===== config.mk =====
export PLATFORM = sky130hd
export DESIGN_NAME = magnetic_vehicle_presence_detector
export DESIGN_NICKNAME = d
export VERILOG_FILES = /design/src/design/mvpd_pkg.sv /design/src/design/mvpd_magsq.sv /design/src/design/mvpd_median.sv /design/src/design/mvpd_track.sv /design/src/design/magnetic_vehicle_presence_detector.sv
export SDC_FILE = /design/constraint.sdc
export NUM_CORES = 2
export LEC_CHECK = 0
export BUFFER_PORTS_ARGS = -buffer_cell sky130_fd_sc_hd__buf_4
export CAP_MARGIN = 20
export CORE_MARGIN = 4
export CORE_UTILIZATION = 35
export DETAILED_ROUTE_END_ITERATION = 7
export PLACE_DENSITY = 0.51
export SYNTH_ARGS = -nofsm -noshare
export SYNTH_HDL_FRONTEND = slang
export SYNTH_SLANG_ARGS = --single-unit

===== constraint.sdc =====
create_clock -name clk -period 15 [get_ports clk]
set_input_delay 2.25 -clock clk [delete_from_list [all_inputs] [get_ports clk]]
set_output_delay 2.25 -clock clk [all_outputs]
set_load 0.01 [all_outputs]

===== src/design/mvpd_pkg.sv =====
package mvpd_pkg;

    // field widths fixed by the sample and result formats
    localparam int AxisW = 16;
    localparam int MagW  = 32;

    // default window length and threshold after reset
    localparam int unsigned WindowDefault  = 5;
    localparam logic [MagW-1:0] ThresholdReset = 32'd12000;

    typedef logic signed [AxisW-1:0] axis_t;
    typedef logic [MagW-1:0]         mag_t;

    // baseline and flag after one tracker step
    typedef struct packed {
        mag_t baseline;
        logic present;
    } track_t;

endpackage


===== src/design/mvpd_magsq.sv =====
module mvpd_magsq
(
    input  mvpd_pkg::axis_t axis_x,
    input  mvpd_pkg::axis_t axis_y,
    input  mvpd_pkg::axis_t axis_z,
    output mvpd_pkg::mag_t  magnitude_squared
);
    import mvpd_pkg::*;

    logic signed [MagW-1:0] sq_x;
    logic signed [MagW-1:0] sq_y;
    logic signed [MagW-1:0] sq_z;

    // each square is at most 2^30, so the sum of three stays inside 32 bits
    assign sq_x = MagW'(axis_x) * MagW'(axis_x);
    assign sq_y = MagW'(axis_y) * MagW'(axis_y);
    assign sq_z = MagW'(axis_z) * MagW'(axis_z);

    assign magnitude_squared = $unsigned(sq_x) + $unsigned(sq_y) + $unsigned(sq_z);

endmodule


===== src/design/mvpd_median.sv =====
module mvpd_median
#(
    parameter int unsigned WINDOW = mvpd_pkg::WindowDefault
)
(
    input  mvpd_pkg::mag_t [WINDOW-1:0] vals,
    output mvpd_pkg::mag_t              med
);
    import mvpd_pkg::*;

    localparam int unsigned Mid  = WINDOW / 2;
    localparam int unsigned CntW = $clog2(WINDOW);

    logic [CntW-1:0] rank [WINDOW];
    logic [WINDOW-1:0] sel;

    // rank of each entry among the window, ties broken by position
    always_comb
    begin
        for (int i = 0; i < WINDOW; i++)
        begin
            rank[i] = '0;
            for (int j = 0; j < WINDOW; j++)
            begin
                if (j != i)
                begin
                    if ((vals[j] < vals[i]) || ((vals[j] == vals[i]) && (j < i)))
                    begin
                        rank[i] = rank[i] + 1'b1;
                    end
                end
            end
            sel[i] = (rank[i] == CntW'(Mid));
        end
    end

    // exactly one entry holds the middle rank
    always_comb
    begin
        med = '0;
        for (int i = 0; i < WINDOW; i++)
        begin
            med = med | (vals[i] & {MagW{sel[i]}});
        end
    end

endmodule


===== src/design/mvpd_track.sv =====
module mvpd_track
#(
    parameter int unsigned WINDOW = mvpd_pkg::WindowDefault
)
(
    input  logic            clk,
    input  logic            rst_n,
    input  logic            step,
    input  mvpd_pkg::mag_t  magnitude_squared,
    input  mvpd_pkg::mag_t  threshold,
    output mvpd_pkg::track_t res
);
    import mvpd_pkg::*;

    mag_t [WINDOW-1:0] win_reg;
    mag_t [WINDOW-1:0] win_next;
    mag_t [WINDOW-1:0] win_shift;
    mag_t              base_reg;
    mag_t              base_next;
    logic              flag_reg;
    logic              flag_next;
    mag_t              med;
    mag_t              diff;

    // oldest entry at index 0, new value enters at the top
    assign win_shift = {magnitude_squared, win_reg[WINDOW-1:1]};

    mvpd_median #(.WINDOW(WINDOW)) u_median
    (
        .vals (win_shift),
        .med  (med)
    );

    always_comb
    begin
        if (flag_reg)
        begin
            win_next  = win_reg;
            base_next = base_reg;
        end
        else
        begin
            win_next  = win_shift;
            base_next = (med != '0) ? med : magnitude_squared;
        end
        // distance from baseline, band bounds count as inside
        if (magnitude_squared >= base_next)
        begin
            diff = magnitude_squared - base_next;
        end
        else
        begin
            diff = base_next - magnitude_squared;
        end
        flag_next = (diff > threshold);
    end

    assign res.baseline = base_next;
    assign res.present  = flag_next;

    always_ff @(posedge clk or negedge rst_n)
    begin
        if (!rst_n)
        begin
            win_reg  <= '0;
            base_reg <= '0;
            flag_reg <= 1'b0;
        end
        else if (step)
        begin
            win_reg  <= win_next;
            base_reg <= base_next;
            flag_reg <= flag_next;
        end
    end

endmodule


===== src/design/magnetic_vehicle_presence_detector.sv =====
// vehicle presence detector on three-axis magnetometer samples. each sample
// transfer on the slave stream yields exactly one result transfer on the
// master stream carrying the squared magnitude x*x+y*y+z*z, the moving median
// baseline and the vehicle flag. while no vehicle is flagged the magnitude is
// pushed into a window of the last WINDOW values and the baseline follows its
// median (a zero median, seen while reset zeros remain, gives the new value);
// while a vehicle is flagged window and baseline are held. the flag is set
// when the magnitude lies outside baseline +/- threshold, bounds inside.
// one sample is taken every cycle while the result side keeps up; a stalled
// result holds every stage behind it. the sample lands in the input register
// at its transfer, its squares go into the magnitude register, then median,
// band test and state update go into the output register. the window,
// baseline and flag close their loop inside that last stage. the threshold
// port takes writes at any time (cfg_ready is always high) and should only be
// written with the block idle; reset value is 12000.
module magnetic_vehicle_presence_detector
#(
    parameter int unsigned WINDOW = mvpd_pkg::WindowDefault
)
(
    input  logic        clk,
    input  logic        rst_n,
    // sample stream
    input  logic        s_axis_tvalid,
    output logic        s_axis_tready,
    input  logic [47:0] s_axis_tdata,  // axis_x[15:0], axis_y[31:16], axis_z[47:32]
    // result stream
    output logic        m_axis_tvalid,
    input  logic        m_axis_tready,
    output logic [71:0] m_axis_tdata,  // magnitude_squared[31:0], baseline[63:32],
                                       // vehicle_present[64], zero[71:65]
    // threshold write channel
    input  logic        cfg_valid,
    output logic        cfg_ready,
    input  logic [31:0] cfg_data       // band_threshold
);
    import mvpd_pkg::*;

    // threshold register
    mag_t   thr_reg;

    // input stage
    logic   in_vld_reg;
    axis_t  ax_reg;
    axis_t  ay_reg;
    axis_t  az_reg;

    // magnitude stage
    logic   mag_vld_reg;
    mag_t   mag_reg;
    mag_t   mag_comb;

    // output stage
    logic   out_vld_reg;
    mag_t   out_mag_reg;
    track_t out_trk_reg;
    track_t trk;

    // per-stage advance, each stage frees when its successor moves
    logic   rdy_out;
    logic   rdy_mag;
    logic   rdy_in;
    logic   step;

    assign rdy_out = !out_vld_reg || m_axis_tready;
    assign rdy_mag = !mag_vld_reg || rdy_out;
    assign rdy_in  = !in_vld_reg  || rdy_mag;
    assign step    = mag_vld_reg && rdy_out;

    assign s_axis_tready = rdy_in;
    assign cfg_ready     = 1'b1;

    always_ff @(posedge clk or negedge rst_n)
    begin
        if (!rst_n)
        begin
            thr_reg <= ThresholdReset;
        end
        else if (cfg_valid)
        begin
            thr_reg <= cfg_data;
        end
    end

    // sample register
    always_ff @(posedge clk or negedge rst_n)
    begin
        if (!rst_n)
        begin
            in_vld_reg <= 1'b0;
        end
        else if (rdy_in)
        begin
            in_vld_reg <= s_axis_tvalid;
        end
    end

    always_ff @(posedge clk)
    begin
        if (rdy_in && s_axis_tvalid)
        begin
            ax_reg <= s_axis_tdata[15:0];
            ay_reg <= s_axis_tdata[31:16];
            az_reg <= s_axis_tdata[47:32];
        end
    end

    mvpd_magsq u_magsq
    (
        .axis_x            (ax_reg),
        .axis_y            (ay_reg),
        .axis_z            (az_reg),
        .magnitude_squared (mag_comb)
    );

    // magnitude register
    always_ff @(posedge clk or negedge rst_n)
    begin
        if (!rst_n)
        begin
            mag_vld_reg <= 1'b0;
        end
        else if (rdy_mag)
        begin
            mag_vld_reg <= in_vld_reg;
        end
    end

    always_ff @(posedge clk)
    begin
        if (rdy_mag && in_vld_reg)
        begin
            mag_reg <= mag_comb;
        end
    end

    // window, baseline and flag move once per result
    mvpd_track #(.WINDOW(WINDOW)) u_track
    (
        .clk               (clk),
        .rst_n             (rst_n),
        .step              (step),
        .magnitude_squared (mag_reg),
        .threshold         (thr_reg),
        .res               (trk)
    );

    // result register
    always_ff @(posedge clk or negedge rst_n)
    begin
        if (!rst_n)
        begin
            out_vld_reg <= 1'b0;
        end
        else if (rdy_out)
        begin
            out_vld_reg <= mag_vld_reg;
        end
    end

    always_ff @(posedge clk)
    begin
        if (step)
        begin
            out_mag_reg <= mag_reg;
            out_trk_reg <= trk;
        end
    end

    assign m_axis_tvalid = out_vld_reg;
    assign m_axis_tdata  = {7'b0, out_trk_reg.present, out_trk_reg.baseline, out_mag_reg};

    // the sample side only stalls with every stage occupied
    a_full_when_stalled: assert property (@(posedge clk) disable iff (!rst_n)
        !s_axis_tready |-> (in_vld_reg && mag_vld_reg && out_vld_reg))
        else $error("sample side stalled with a free stage");

    // baseline is frozen while the last result flagged a vehicle
    a_baseline_held: assert property (@(posedge clk) disable iff (!rst_n)
        (step && out_vld_reg && out_trk_reg.present)
            |-> (trk.baseline == out_trk_reg.baseline))
        else $error("baseline moved while vehicle flagged");

    // a zero baseline only comes from a zero magnitude
    a_zero_baseline: assert property (@(posedge clk) disable iff (!rst_n)
        (step && trk.baseline == '0) |-> (mag_reg == '0))
        else $error("zero baseline with non-zero magnitude");

endmodule


==> Yosys cells after proc, flatten, opt, wreduce, memory -nomap -nowiden <==
Cells that the tools add are included.
{ "classes": {"addsub": 19, "eq_ne": 15, "bitwise": 10, "n_mux": 23, "mul": 3, "reduce_logical": 21, "order_cmp": 22} }
{ "op_table": {"columns": ["cell", "n"], "rows": [
  ["< comparator 32 bit", 20],
  ["equality test 32 bit", 10],
  ["bitwise AND 32 bit", 5],
  ["OR 32 bit", 4],
  ["multiplier 16 x 16 -> 32 bit", 3],
  ["2-to-1 mux 32 bit", 3],
  ["adder 32 bit", 2],
  ["subtractor 32 bit", 2],
  ["2-to-1 mux 3 bit", 15],
  [">= comparator 32 bit", 1],
  ["> comparator 32 bit", 1],
  ["nonzero test 32 bit", 1],
  ["adder 3 x 1 -> 3 bit (second input constant)", 10],
  ["equality test 3 x 2 -> 1 bit (second input constant)", 5],
  ["logical OR 1 bit", 13],
  ["adder 1 x 1 -> 2 bit (second input constant)", 5],
  ["2-to-1 mux 1 bit", 5],
  ["logical AND 1 bit", 3],
  ["zero test 1 bit", 3],
  ["AND reduction 2 bit", 1],
  ["NOT 1 bit", 1]
]} }
{ "word_totals": {"reg_bits": 341, "inputBits": 85, "out_inout_bits": 75, "elab_cells": 130} }

==> Logic depth before layout (Yosys ltp) <==
{ "depth": {"depth_word": 21, "depth_mapped": 56, "mapped_depth_nobuf": 51} }

==> Hierarchy <==
A second synthesis with hierarchy kept.
{ "unflattened": {"cells_unflattened": 5282, "area_unflattened_um2": 52589.2} }
{ "modules_own_cells": {"columns": ["mod", "cells_each", "seq_area_each_um2", "area_each_um2", "instances"], "rows": [
  ["mvpd_magsq", 2782, 0.0, 26878.3, 1],
  ["mvpd_track", 1130, 4028.9, 10959.3, 1],
  ["mvpd_median", 1135, 0.0, 8841.0, 1],
  ["magnetic_vehicle_presence_detector", 235, 5238.8, 5910.7, 1]
]} }

==> Least setup slack after synthesis <==
No wires, ideal clock.
{ "synth_path": {"kind": "register to register", "from": "register u_track.win_reg[156] (netlist bit)", "to": "register u_track.flag_reg", "setup_time_ns": 0.128, "required_ns": 14.872, "path_slack_ns": 3.499, "path_stages_with_launch": 56, "t_arrival_ns": 11.373, "period_less_slack_ns": 11.501, "path_buffers": 8, "cell_sequence": "dfrtp_1 > inv_1 > ha_1 > nand4_1 > nor4_1 > nand4_1 > and3_1 > o21ai_0 > and2_1 > clkbuf_1 > ha_1 > inv_1 > xnor2_1 > ha_1 > inv_1 > a2111oi_0 > or3_1 > clkbuf_1 > [20 not listed] > o32ai_1 > clkbuf_1 > clkbuf_1 > mux2i_1 > xnor2_1 > ha_1 > o21a_1 > o21a_1 > o21a_1 > o21a_1 > o21a_1 > o21a_1 > o21ai_0 > o211ai_1 > a221o_1 > a221oi_1 > a41oi_1 > mux2_2"} }
{ "synth_lines": {"columns": ["item", "line", "source"], "rows": [
  ["start: declaration", "mvpd_track.sv:15", "mag_t [WINDOW-1:0] win_reg;"],
  ["start signal: assignment", "mvpd_track.sv:71", "win_reg <= win_next;"],
  ["end signal: assignment", "mvpd_track.sv:73", "flag_reg <= flag_next;"],
  ["end: declaration", "mvpd_track.sv:20", "logic flag_reg;"]
]} }

==> impl.org <==
** Global route
- Entering global routing, the biggest net connects 113 pins.
- Antenna violations before repair :: 3
- Overflow after GRT :: 0
- Via count of the first global-routing pass :: 41310
- In the global route stage, overall resource usage came out at around 22%.
- The first global-routing pass estimated 255.7 mm of wire.

** Die
- The initial utilization of the core area, before any placement, comes to 35.34%.
- From left edge to right edge, the die measures between 300 and 400 um.
- Boundary Pins :: 160
- The floorplan step set the die height to a little under 400 um.
- Floorplan core area :: between 100000 and 150000 um^2
- Die Outline Area :: around 150000 um^2
- Number of rows in the core area :: 140

** Routing
- Detailed-routing iteration count for the pre-antenna-repair pass :: 5
- After detailed routing, the average wire length per cell comes to between 20 and 25 um.
- After detailed routing, the number of remaining DRC violations is 0.
- Vias per cell :: between 5 and 6
- In this run, the number of DRC markers left after iteration 0 of detailed routing was about 2200.
- For this block, the via count after detailed routing is roughly 38000.
- In this run the remaining antenna-violating nets after routing total 0.
- The routed design has approximately 160 mm of wire.

** Timing
- For the final database, setup skew stands at slightly below 0.05 ns.
- Setup violations remaining at the end of the flow were counted as 0.
- Timing would allow up to 70.77 MHz.
- The final number of max-transition violations was 0.
- Post-layout min period :: between 10 and 15 ns
- Setup repair after global routing left no endpoint under its margin.
- Post-Route Setup TNS :: 0 ns
- Final worst slack :: a little under 0.9 ns
- Final worst-path cycle share :: approximately 94%
- Worst-margin pin slew :: roughly 1.4 ns
- Slew headroom :: 7.008%
- The number of failing hold endpoints at the final stage came to 0.
- Tightest hold margin :: 0.4809 ns

** Yosys
- Summed over all instances, the cell type with the most area after synthesis is fa_1.
- Cell types occupying the most area after synthesis :: fa_1 (32%), ha_1 (15%), dfrtp_1 (9.2%)
- After synthesis, the netlist uses approximately 70 different library cells.
- Asr flop ratio synth :: a little under three fifths
- Dominant synthesized flop cell :: dfrtp_1
- Area share of the leading cell type in the synthesized netlist :: between 30% and 40%
- Of the synthesized area, sequential elements account for ~18%.
- After synthesis the cells add up to around 52000 um^2.
- Syn_area_per_cell :: a little under 10 um^2
- Library cell with the highest instance count after synthesis :: inv_1
- In the synthesized netlist, the cells that appear most often are inv_1 (1126), fa_1 (820), ha_1 (633).
- Number of synthesized flops with an enable pin :: between 100 and 150
- During synthesis, Yosys emitted a total of 0 warnings.
- Flip-flop and latch count after synthesis :: 341
- Synthesis produced ~5400 cells.

** Place
- Before CTS, the worst setup slack after placement is ~0.71 ns.
- Half-perimeter wire length of the detailed placement result :: roughly 140 mm
- Count of input and output buffers :: 151
- Placer's final routability congestion estimate :: roughly 0.94

** Clock network
- In this run the number of H-tree levels came out at 2.
- CTS tree :: done
- Buffer count from post-CTS setup fixing :: 0
- Clock insertion delay at the later pin of the skew report :: roughly 0.67 ns
- In this run the deepest clock path goes through 3 buffers.
- In this run the clock root is driven by a clkbuf_16.
- Gates resized during post-CTS repair numbered 0.
- Buffers inserted to repair hold after CTS numbered 0.
- TritonCTS created 49 clock buffers.
- Clock tree synthesis found a total of between 300 and 400 sinks.
- Clock Pin Slew Worst Setup and Hold Paths :: around 0.060 ns

** Critical path
- In this design, the stage delay of the slowest critical-path cell is roughly 0.93 ns.
- Data on the critical path is required at its endpoint by around 16 ns.
- Largest driver fanout on the critical path :: 20
- Among the stages of the critical path, the cell type that occurs most often is a21o_1.
- Critical path capture point type :: flop
- By startpoint and endpoint, the worst setup path is classified as reg -> reg.
- Data arrives at the worst endpoint at between 10 and 15 ns.
- Critical-path cell with the highest stage delay :: or4_2
- STA classifies the critical path startpoint as a flop.

** Layout
- Signed area change from the synthesized netlist to the final layout :: 10.12%
- Fraction of layout cells with a size suffix above 1 :: 6.161%
- Final net count :: 7000
- Flip-flop count of the largest register after layout :: 128

** Min path
- Worst hold path class :: reg -> reg

** Job
- Maximum Capacitance Violations :: 0

** Status
- The flow ran to the end, and the final reports show no timing, DRC or antenna violations.
==> layout by cell type, fill, tap and decap left out, types with 42 or more instances in the layout <==
master        n
o21ai_0     262
nor2b_1      48
nand2_1     513
and2_1      170
xnor2_1      84
nand3_1      54
nand2b_1     68
dfrtp_1     188
inv_1      1125
fa_1        820
a21oi_1     234
a221oi_1     42
nor2_1      149
ha_1        633
clkbuf_16    50
nand4_1      77
edfxtp_1    145
buf_4       210
a21o_1       88
==> layer usage <==
metal  GRT usage (%)  vias to the layer above  wire length, um
met5               0                        -                0
met4           8.021                        0             6827
met3           2.620                      267             7766
met2           36.56                     1034            77800
met1           29.14                    19210            72370
li1                -                    17690                -
==> final cells by class <==
cell class	instances	area [um^2]
Inverter	1126	4227
Fill cell	14570	89350
Timing Repair Buffer	216	1690
Multi-Input combinational cell	3728	37520
Clock buffer	55	1270
Tap cell	1917	2399
Antenna cell	1	2.502
Clock inverter	36	535.5
Sequential cell	341	9271
==> cells by family (layout without fill, tap and decap cells) <==
logic type	Yosys count	count (layout)	share of synthesized area (%)
fa+ha+maj	1453	1453	47.09
simple gates	1186	1186	11.05
compound gates	948	948	11.99
xor+xnor	111	111	1.881
mux	21	21	0.4212
other cells	2	10	0.01453
buf+inv	1308	1433	9.628
flops	341	341	17.93
==> path summary, 6_finish.rpt <==
check | startpoint | slack (ns) | cells past startpoint | endpoint
setup reg to reg | u_track.win_reg[107] | 0.87 | 48 | u_track.flag_reg
hold / removal | in_vld_reg | 0.48 | 1 | mag_vld_reg
min in group asynchronous | rst_n | 1.58 | 1 | thr_reg[28]
max in group asynchronous | rst_n | 12.07 | 2 | u_track.win_reg[99]
hold reg to reg | in_vld_reg | 0.48 | 1 | mag_vld_reg
setup / recovery | u_track.win_reg[107] | 0.87 | 48 | u_track.flag_reg
==> worst max-delay path, delay by kind of cell (launching register included) <==
family,cells,cell delay [ns]
compound gates,24,6.44
xor+xnor,2,0.46
fa+ha+maj,6,1.86
buf+inv,6,1.26
flops,1,0.47
mux,3,0.95
simple gates,7,2.55
==> metrics by stage <==
stage	util, %	instance area, um^2	cells
final	38.91	56910	7420
after global placement	37.62	55020	7324
after CTS	38.87	56850	7416
after global routing	38.91	56910	7419
after floorplan	-	51710	5377
after detailed placement	37.64	55050	7325
Power is not shown: default switching activity piles up to over one toggle a cycle in this logic, so the estimate is an artifact.
